## src/hdl/bprc_pkg.sv

```systemverilog
// ----------------------------------------------------------------------------
// bprc_pkg
// Shared constants for the buffer pool allocator: operation and status codes,
// fixed port widths and parameter defaults.
// ----------------------------------------------------------------------------
package bprc_pkg;

  // Fixed widths of the beat fields.
  localparam int KIND_W   = 2;
  localparam int SLOT_W   = 3;
  localparam int STATUS_W = 3;
  localparam int CNT_W    = 8;
  localparam int FREE_W   = 4;

  // Parameter defaults.
  localparam int DEF_POOL_SLOTS = 8;
  localparam int DEF_COUNT_BITS = 8;

  // Operation codes.
  localparam logic [KIND_W-1:0] KIND_ALLOC   = 2'd0;
  localparam logic [KIND_W-1:0] KIND_ADDREF  = 2'd1;
  localparam logic [KIND_W-1:0] KIND_RELEASE = 2'd2;

  // Status codes.
  localparam logic [STATUS_W-1:0] STAT_OK    = 3'd0;
  localparam logic [STATUS_W-1:0] STAT_EMPTY = 3'd1;
  localparam logic [STATUS_W-1:0] STAT_UNREF = 3'd2;
  localparam logic [STATUS_W-1:0] STAT_FULL  = 3'd3;
  localparam logic [STATUS_W-1:0] STAT_FREE  = 3'd4;

endpackage

```

## src/hdl/bprc_ram.sv

```systemverilog
// ----------------------------------------------------------------------------
// bprc_ram
// Generic single write port, single read port RAM with a registered read.
// ----------------------------------------------------------------------------
module bprc_ram #(
  parameter int WIDTH = 8,
  parameter int DEPTH = 8,
  localparam int AW   = (DEPTH > 1) ? $clog2(DEPTH) : 1
) (
  input  logic             clk,
  input  logic             we,
  input  logic [AW-1:0]    waddr,
  input  logic [WIDTH-1:0] wdata,
  input  logic             re,
  input  logic [AW-1:0]    raddr,
  output logic [WIDTH-1:0] rdata
);

  logic [WIDTH-1:0] mem [DEPTH];

  // Write port.
  always_ff @(posedge clk) begin
    if (we) begin
      mem[waddr] <= wdata;
    end
  end

  // Registered read port; data holds while no read is issued.
  always_ff @(posedge clk) begin
    if (re) begin
      rdata <= mem[raddr];
    end
  end

endmodule

```

## src/hdl/buffer_pool_refcount_allocator_unit.sv

```systemverilog
// ----------------------------------------------------------------------------
// buffer_pool_refcount_allocator_unit
// Fixed pool of buffer slots handed out from a LIFO free stack, with a
// reference count per slot. Both the stack and the counts live in RAM.
// ----------------------------------------------------------------------------
//
//  Channel | Handshake            | Fields
//  --------+----------------------+----------------------------------------
//  in      | in_valid / in_ready  | kind, slot_index
//  out     | out_valid / out_ready| status, slot_out, ref_count_out,
//          |                      | free_count
//
//  Each request is handled as a read and a write-back: the accept edge reads
//  the count RAM and the stack RAM, and the write-back cycle in ST_EXEC
//  modifies and writes back at most one entry of each and loads the result
//  register. A new request is taken only once the write-back is done. A full
//  result register stalls the write-back cycle until the result beat is taken.
//  Reset is synchronous and takes effect at once: per-entry valid bits stand in
//  for the reset contents of both RAMs, so no clearing pass is needed.
//
module buffer_pool_refcount_allocator_unit
  import bprc_pkg::*;
#(
  parameter int POOL_SLOTS = DEF_POOL_SLOTS,
  parameter int COUNT_BITS = DEF_COUNT_BITS
) (
  input  logic                clk,
  input  logic                rst,
  input  logic                in_valid,
  output logic                in_ready,
  input  logic [KIND_W-1:0]   kind,
  input  logic [SLOT_W-1:0]   slot_index,
  output logic                out_valid,
  input  logic                out_ready,
  output logic [STATUS_W-1:0] status,
  output logic [SLOT_W-1:0]   slot_out,
  output logic [CNT_W-1:0]    ref_count_out,
  output logic [FREE_W-1:0]   free_count
);

  localparam int SLOT_BITS  = (POOL_SLOTS > 1) ? $clog2(POOL_SLOTS) : 1;
  localparam int TOTAL_BITS = $clog2(POOL_SLOTS + 1);
  localparam int WIDE_W     = 7;

  localparam logic ST_IDLE = 1'b0;
  localparam logic ST_EXEC = 1'b1;

  localparam logic [TOTAL_BITS-1:0] TOTAL_FULL = TOTAL_BITS'(POOL_SLOTS);
  localparam logic [COUNT_BITS-1:0] COUNT_MAX  = '1;
  localparam logic [COUNT_BITS-1:0] COUNT_ONE  = COUNT_BITS'(1);

  logic                  state;
  logic [TOTAL_BITS-1:0] free_total;
  logic [TOTAL_BITS-1:0] free_total_next;
  logic [POOL_SLOTS-1:0] cnt_vld;
  logic [POOL_SLOTS-1:0] stk_vld;

  // Request captured at the accept edge.
  logic [KIND_W-1:0]     rd_kind;
  logic [SLOT_W-1:0]     rd_slot;
  logic                  rd_slot_ok;
  logic                  rd_cnt_vld;
  logic [SLOT_BITS-1:0]  rd_top_addr;
  logic                  rd_stk_vld;

  logic                  accept;
  logic                  done;
  logic [WIDE_W-1:0]     slot_wide;
  logic                  slot_ok;
  logic [SLOT_BITS-1:0]  slot_addr;
  logic [SLOT_BITS-1:0]  top_addr;

  logic                  cnt_we;
  logic [SLOT_BITS-1:0]  cnt_waddr;
  logic [COUNT_BITS-1:0] cnt_wdata;
  logic [COUNT_BITS-1:0] cnt_rdata;
  logic                  stk_we;
  logic [SLOT_BITS-1:0]  stk_waddr;
  logic [SLOT_BITS-1:0]  stk_wdata;
  logic [SLOT_BITS-1:0]  stk_rdata;

  logic [COUNT_BITS-1:0] cur_cnt;
  logic [SLOT_BITS-1:0]  top_slot;
  logic [COUNT_BITS-1:0] dec_cnt;
  logic [STATUS_W-1:0]   res_status;
  logic [SLOT_W-1:0]     res_slot;
  logic [COUNT_BITS-1:0] res_cnt;

  // Handshake and request decode.
  assign in_ready  = (state == ST_IDLE);
  assign accept    = in_valid && in_ready;
  assign done      = (state == ST_EXEC) && (!out_valid || out_ready);
  assign slot_wide = WIDE_W'(slot_index);
  assign slot_ok   = (slot_wide < WIDE_W'(POOL_SLOTS));
  assign slot_addr = slot_wide[SLOT_BITS-1:0];
  assign top_addr  = SLOT_BITS'(free_total - TOTAL_BITS'(1));

  // Reference count store.
  bprc_ram #(
    .WIDTH (COUNT_BITS),
    .DEPTH (POOL_SLOTS)
  ) u_cnt_ram (
    .clk   (clk),
    .we    (cnt_we),
    .waddr (cnt_waddr),
    .wdata (cnt_wdata),
    .re    (accept),
    .raddr (slot_addr),
    .rdata (cnt_rdata)
  );

  // Free slot stack.
  bprc_ram #(
    .WIDTH (SLOT_BITS),
    .DEPTH (POOL_SLOTS)
  ) u_stk_ram (
    .clk   (clk),
    .we    (stk_we),
    .waddr (stk_waddr),
    .wdata (stk_wdata),
    .re    (accept),
    .raddr (top_addr),
    .rdata (stk_rdata)
  );

  // Entries never written since reset read as their reset contents.
  assign cur_cnt  = (rd_slot_ok && rd_cnt_vld) ? cnt_rdata : '0;
  assign top_slot = rd_stk_vld ? stk_rdata : rd_top_addr;
  assign dec_cnt  = cur_cnt - COUNT_ONE;

  // Modify step: decide the result and the write-back for both stores.
  always_comb begin
    res_status      = STAT_OK;
    res_slot        = rd_slot;
    res_cnt         = cur_cnt;
    free_total_next = free_total;
    cnt_we          = 1'b0;
    cnt_wdata       = cur_cnt;
    stk_we          = 1'b0;
    stk_waddr       = SLOT_BITS'(free_total);
    stk_wdata       = SLOT_BITS'(WIDE_W'(rd_slot));
    cnt_waddr       = SLOT_BITS'(WIDE_W'(rd_slot));
    case (rd_kind)
      KIND_ALLOC: begin
        if (free_total == '0) begin
          res_status = STAT_EMPTY;
          res_slot   = '0;
          res_cnt    = '0;
        end else begin
          free_total_next = free_total - TOTAL_BITS'(1);
          cnt_we          = done;
          cnt_waddr       = top_slot;
          cnt_wdata       = COUNT_ONE;
          res_slot        = SLOT_W'(top_slot);
          res_cnt         = COUNT_ONE;
        end
      end
      KIND_ADDREF: begin
        if (cur_cnt == '0) begin
          res_status = STAT_FREE;
        end else if (cur_cnt == COUNT_MAX) begin
          res_status = STAT_FULL;
        end else begin
          cnt_we    = done;
          cnt_wdata = cur_cnt + COUNT_ONE;
          res_cnt   = cur_cnt + COUNT_ONE;
        end
      end
      KIND_RELEASE: begin
        if (cur_cnt == '0) begin
          res_status = STAT_UNREF;
        end else begin
          cnt_we    = done;
          cnt_wdata = dec_cnt;
          res_cnt   = dec_cnt;
          // Last reference gone: the slot goes back on top of the stack.
          if (dec_cnt == '0 && free_total < TOTAL_FULL) begin
            stk_we          = done;
            free_total_next = free_total + TOTAL_BITS'(1);
          end
        end
      end
      default: begin
      end
    endcase
  end

  // Control state, pool occupancy and per-entry valid bits.
  always_ff @(posedge clk) begin
    if (rst) begin
      state      <= ST_IDLE;
      free_total <= TOTAL_FULL;
      cnt_vld    <= '0;
      stk_vld    <= '0;
      out_valid  <= 1'b0;
    end else begin
      if (accept) begin
        state <= ST_EXEC;
      end else if (done) begin
        state <= ST_IDLE;
      end
      if (done) begin
        free_total <= free_total_next;
        out_valid  <= 1'b1;
      end else if (out_ready) begin
        out_valid <= 1'b0;
      end
      if (cnt_we) begin
        cnt_vld[cnt_waddr] <= 1'b1;
      end
      if (stk_we) begin
        stk_vld[stk_waddr] <= 1'b1;
      end
    end
  end

  // Request fields captured alongside the RAM reads.
  always_ff @(posedge clk) begin
    if (accept) begin
      rd_kind     <= kind;
      rd_slot     <= slot_index;
      rd_slot_ok  <= slot_ok;
      rd_cnt_vld  <= cnt_vld[slot_addr];
      rd_top_addr <= top_addr;
      rd_stk_vld  <= stk_vld[top_addr];
    end
  end

  // Result register.
  always_ff @(posedge clk) begin
    if (done) begin
      status        <= res_status;
      slot_out      <= res_slot;
      ref_count_out <= CNT_W'(res_cnt);
      free_count    <= FREE_W'(free_total_next);
    end
  end

`ifndef SYNTHESIS
  // The pool never holds more free slots than it has.
  a_total_bound: assert property (@(posedge clk) disable iff (rst)
    free_total <= TOTAL_FULL)
    else $error("free slot total exceeds pool size");

  // The occupancy only moves in a write-back cycle.
  a_total_moves: assert property (@(posedge clk) disable iff (rst)
    (free_total != $past(free_total)) |-> $past(state == ST_EXEC))
    else $error("free slot total changed outside write-back");

  // A new result only appears after a write-back cycle.
  a_result_src: assert property (@(posedge clk) disable iff (rst)
    $rose(out_valid) |-> $past(state == ST_EXEC))
    else $error("result raised without a write-back");

  // A successful allocate leaves the slot with exactly one reference.
  a_alloc_one: assert property (@(posedge clk) disable iff (rst)
    (done && rd_kind == KIND_ALLOC && res_status == STAT_OK) |->
      (cnt_we && cnt_wdata == COUNT_ONE))
    else $error("allocate did not write a count of one");
`endif

endmodule

```

## config.mk

```make
export PLATFORM = sky130hd
export DESIGN_NAME = buffer_pool_refcount_allocator_unit
export DESIGN_NICKNAME = d
export VERILOG_FILES = /design/src/hdl/bprc_pkg.sv /design/src/hdl/bprc_ram.sv /design/src/hdl/buffer_pool_refcount_allocator_unit.sv
export SDC_FILE = /design/constraint.sdc
export NUM_CORES = 1
export LEC_CHECK = 0
export BUFFER_PORTS_ARGS = -buffer_cell sky130_fd_sc_hd__clkbuf_2
export CAP_MARGIN = 20
export CORE_ASPECT_RATIO = 2
export CORE_MARGIN = 5
export CORE_UTILIZATION = 50
export CTS_CLUSTER_DIAMETER = 200
export DETAILED_ROUTE_END_ITERATION = 6
export PLACE_DENSITY = 0.8
export REMOVE_ABC_BUFFERS = 1
export SLEW_MARGIN = 20
export SYNTH_ARGS = -nofsm -noshare
export SYNTH_HDL_FRONTEND = slang
export SYNTH_SLANG_ARGS = --single-unit
```

## constraint.sdc

```tcl
create_clock -name clk -period 3.3 [get_ports clk]
set_clock_uncertainty 0.05 [all_clocks]
set_input_delay 0.165 -clock clk [delete_from_list [all_inputs] [get_ports clk]]
set_output_delay 0.165 -clock clk [all_outputs]
set_load 0.01 [all_outputs]
```

==> flow_summary.yaml <==
cts:
  htreeDepth: 4
  cts_num_sinks: 149
  clk_latency_ps: 420
  cts_tree: "built"
  cts_setup_buffers: 0
  clk_pin_slew_ps: 60
  clk_path_buf_depth: 2
  cts_buffers: 17
  cts-root-buf: "clkbuf_16"
hold_path:
  hold-path-endpoint: "rd_slot[2]$_DFFE_PP_"
  min_path_type: "input pin to register"
  hp-start: "slot_index[2]"
  whs_path_depth: 1
place:
  portBuffers: 28
  dp_hpwl_um: 12000
  gp_congestion: 0.987
  placed_area_um2: 7350
  dp_cells: 694
grt:
  track_usage_pct: 21.0
  grt_pass1_vias: 4862
  antenna_found_initial: 0
  grt_max_degree: 27
  grt_remaining_overflow: 0
  grt_pass1_wl_um: 25600
sta:
  rsz0062_at_grt: "no"
  max_freq_ghz: 0.318
  min_period_over_period_pct: 95.1
  period_needed_ps: 3140
  hold_ws_ps: 162
  maxSlewViolCount: 0
  hold_viol_final: 0
  slew-limit-headroom_pct: 25.1
  tightest_slew_ps: 1110
  finalSetupTns_ps: 0
  setup_viol: 0
synth:
  synth_simple_gate_area_share_pct: 12.2
  synth_edf_count: 127
  synth-xor-area-share_pct: 0.255
  synthMuxAreaShare_pct: 12.0
  ys_async_sr_fraction_pct: 0
  synth_area_per_cell_um2: 13.5
  syn_area_um2: 6880
  ys_ff_latch: 149
  yosysMostFrequentCell: "edfxtp_1"
  yosysTopAreaCell: "edfxtp_1"
  ys_seq_area_share_pct: 61.9
  yosys.area.top_type_share_pct: 55.5
  synth_warnings: 0
  synth_top_family_by_area: "simple AND/OR/NAND/NOR gates"
  yosys-top-cells-area: "edfxtp_1 (55%), mux4_2 (8.5%), dfxtp_1 (6.4%)"
  synth-main-ff-cell: "edfxtp_1"
  synthTopCellsByCount: "edfxtp_1 (127), nand2_1 (43), clkbuf_1 (26), mux4_2 (26), dfxtp_1 (22)"
  syn_inst: 509
  synth.distinct_cells: 67
  synth_adder_area_share_pct: 0.910
  synth_compound_area_share_pct: 9.70
setup_path:
  end_kind: "register"
  cp.arrival_ps: 3120
  r2r_start: "u_cnt_ram.rdata[1]$_DFFE_PP_"
  worstSetupStartpointType: "register"
  criticalPathCategory: "register to register"
  crit_buf_inv: 1
  path_depth: 8
  timing.rr.end: "u_cnt_ram.mem[4][4]$_DFFE_PP_"
  slowest_stage: "nor3_1"
  cp_top_family: "simple AND/OR/NAND/NOR gates"
  max_stage_delay_ps: 960
  path_max_fanout: 8
  worst-r2r-setup-slack_ps: 160
  path_cells: "and2_1 > inv_1 > ha_1 > or4b_1 > o21ai_1 > o21ai_0 > nand2_1 > nor3_1"
  critPathRequiredTime_ps: 3290
  rr_worst_depth: 8
floorplanning:
  start_util_pct: 50.9
  die-height_um: 176
  rows: 60
  die_w_um: 92.9
  dieArea_um2: 16300
  io_pins: 29
  core_region_area_um2: 13500
pwr:
  combPwrFrac_pct: 10.3
  power_frac_seq_pct: 47.4
  ir_drop_uv: 434
  power_mw: 4.56
  pwr-share-clk_pct: 42.2
  power_density_nw_per_um2: 570
  p_switching_mw: 1.13
  internal_power_mw: 3.43
  p_leak_nw: 2.79
  swShare_pct: 24.8
drt:
  drtPass1Iterations: 5
  ant_nets: 0
  drt_iter0_drc: 371
  routed_wl_um: 16700
  remaining_drc_errors: 0
  vias: 4772
  via_per_inst: 6.53
  wl_per_cell_um: 22.8
run_status:
  outcome: "finished clean"
cells_and_area:
  n_fill_cell: 1055
  fin_area_um2: 8010
  layout.cells.non_filler: 731
  final_nets: 577
  n_antenna_cell: 0
  drive_gt1_share_pct: 26.2
  syn_to_final_growth_pct: 16.5
job:
  max_cap_viol_count: 0
logic make-up after synthesis:
group,count (synthesis)
simple gates,159
compound gates,95
xor+xnor,2
fa+ha+maj,5
buf+inv,51
mux,48
flops,149
power by group through the flow:
stage                     registers [mW]  clock network (mW)  logic (mW)
after floorplan                     2.22                   0       0.240
after global placement              2.20                   0       0.441
after detailed placement            2.20                   0       0.453
after CTS                           2.16                1.95       0.461
after global routing                2.17                2.04       0.504
final                               2.16                1.93       0.472
worst register-to-register path: cells and delay by family (launching register included):
| kind | cells | cell delay, ps |
|---|---|---|
| compound gates | 2 | 290 |
| fa+ha+maj | 1 | 270 |
| buf+inv | 1 | 130 |
| flops | 1 | 400 |
| simple gates | 4 | 1620 |
what timing repair did:
action                                  4_1_cts  5_1_grt
hold endpoints to repair                      4        0
hold buffers                                  4        0
endpoints found under the setup margin        0       16
gates resized for setup                       0        3
cells in the final DEF (no fill, tap or decap), types with 3 or more instances in the layout:
| cell type | Yosys | final |
|---|---|---|
| a211oi_1 | 4 | 3 |
| a21o_1 | 6 | 6 |
| a21oi_1 | 18 | 18 |
| a31oi_1 | 9 | 9 |
| and3_1 | 6 | 6 |
| and4_1 | 3 | 3 |
| buf_4 | 0 | 38 |
| clkbuf_16 | 0 | 17 |
| clkbuf_2 | 0 | 29 |
| clkinv_4 | 0 | 4 |
| dfxtp_1 | 22 | 22 |
| dlygate4sd3_1 | 0 | 4 |
| edfxtp_1 | 127 | 127 |
| ha_1 | 5 | 5 |
| inv_1 | 13 | 13 |
| inv_6 | 0 | 4 |
| mux2_2 | 15 | 15 |
| mux2i_1 | 6 | 6 |
| mux4_2 | 26 | 26 |
| nand2_1 | 43 | 43 |
| nand2b_1 | 7 | 7 |
| nand3_1 | 16 | 16 |
| nand4_1 | 5 | 5 |
| nor2_1 | 20 | 20 |
| nor2b_1 | 6 | 5 |
| nor3_1 | 19 | 18 |
| nor4_1 | 8 | 8 |
| o21ai_0 | 12 | 11 |
| o22ai_1 | 7 | 7 |
| o2bb2ai_1 | 4 | 4 |
| o31ai_1 | 3 | 3 |
| o41ai_1 | 8 | 8 |
| or3_1 | 11 | 11 |
flip-flops by register name, indices dropped and copies added, names as in the netlist, 4 cells and up:
signal and flops:
cnt_vld 8, free_count 4, free_total 4, ref_count_out 8
stk_vld 8, u_cnt_ram.mem 64, u_cnt_ram.rdata 8, u_stk_ram.mem 24
through the flow:
step / util, % / worst slack (ps)
floorplan: - / -47.9
global placement: 54.4 / 247
detailed placement: 54.4 / 37.7
CTS: 59.1 / 10.7
global route: 59.3 / 3.20
finish: 59.3 / 160
per-layer routing:
| metal | share of wire (%) | global-route usage, % | vias to the layer above |
|---|---|---|---|
| li1 | - | - | 2115 |
| met3 | 5.6 | 4.46 | 80 |
| met5 | 0 | 0 | - |
| met1 | 33 | 20.9 | 2330 |
| met2 | 55 | 39.1 | 247 |
| met4 | 6.3 | 12.2 | 0 |
area by class of cell:
| type | count | area (um2) | share of cell area (%) |
|---|---|---|---|
| clock buffer | 17 | 425 | 5.31 |
| multi-input combinational | 309 | 2440 | 30.4 |
| tap | 155 | 194 | 2.42 |
| sequential | 149 | 4250 | 53.1 |
| inverter | 15 | 56.3 | 0.703 |
| clock inverter | 15 | 171 | 2.14 |
| timing repair buffer | 71 | 470 | 5.87 |
worst max-delay path by stage:
| stage | start | endpoint | slack, ps |
|---|---|---|---|
| finish | u_cnt_ram.rdata[1]$_DFFE_PP_ | u_cnt_ram.mem[4][4]$_DFFE_PP_ | 160 |
| global route | u_cnt_ram.rdata[1]$_DFFE_PP_ | u_stk_ram.mem[1][1]$_DFFE_PP_ | 3 |
| CTS | u_cnt_ram.rdata[1]$_DFFE_PP_ | u_cnt_ram.mem[0][0]$_DFFE_PP_ | 10 |
| detailed placement | u_cnt_ram.rdata[1]$_DFFE_PP_ | u_cnt_ram.mem[1][0]$_DFFE_PP_ | 40 |
| global placement | u_cnt_ram.rdata[1]$_DFFE_PP_ | u_cnt_ram.mem[2][0]$_DFFE_PP_ | 250 |
| floorplan | free_total[0]$_SDFFE_PP0P_ | u_cnt_ram.mem[3][0]$_DFFE_PP_ | -50 |
Power figures use the tool's default switching activity.
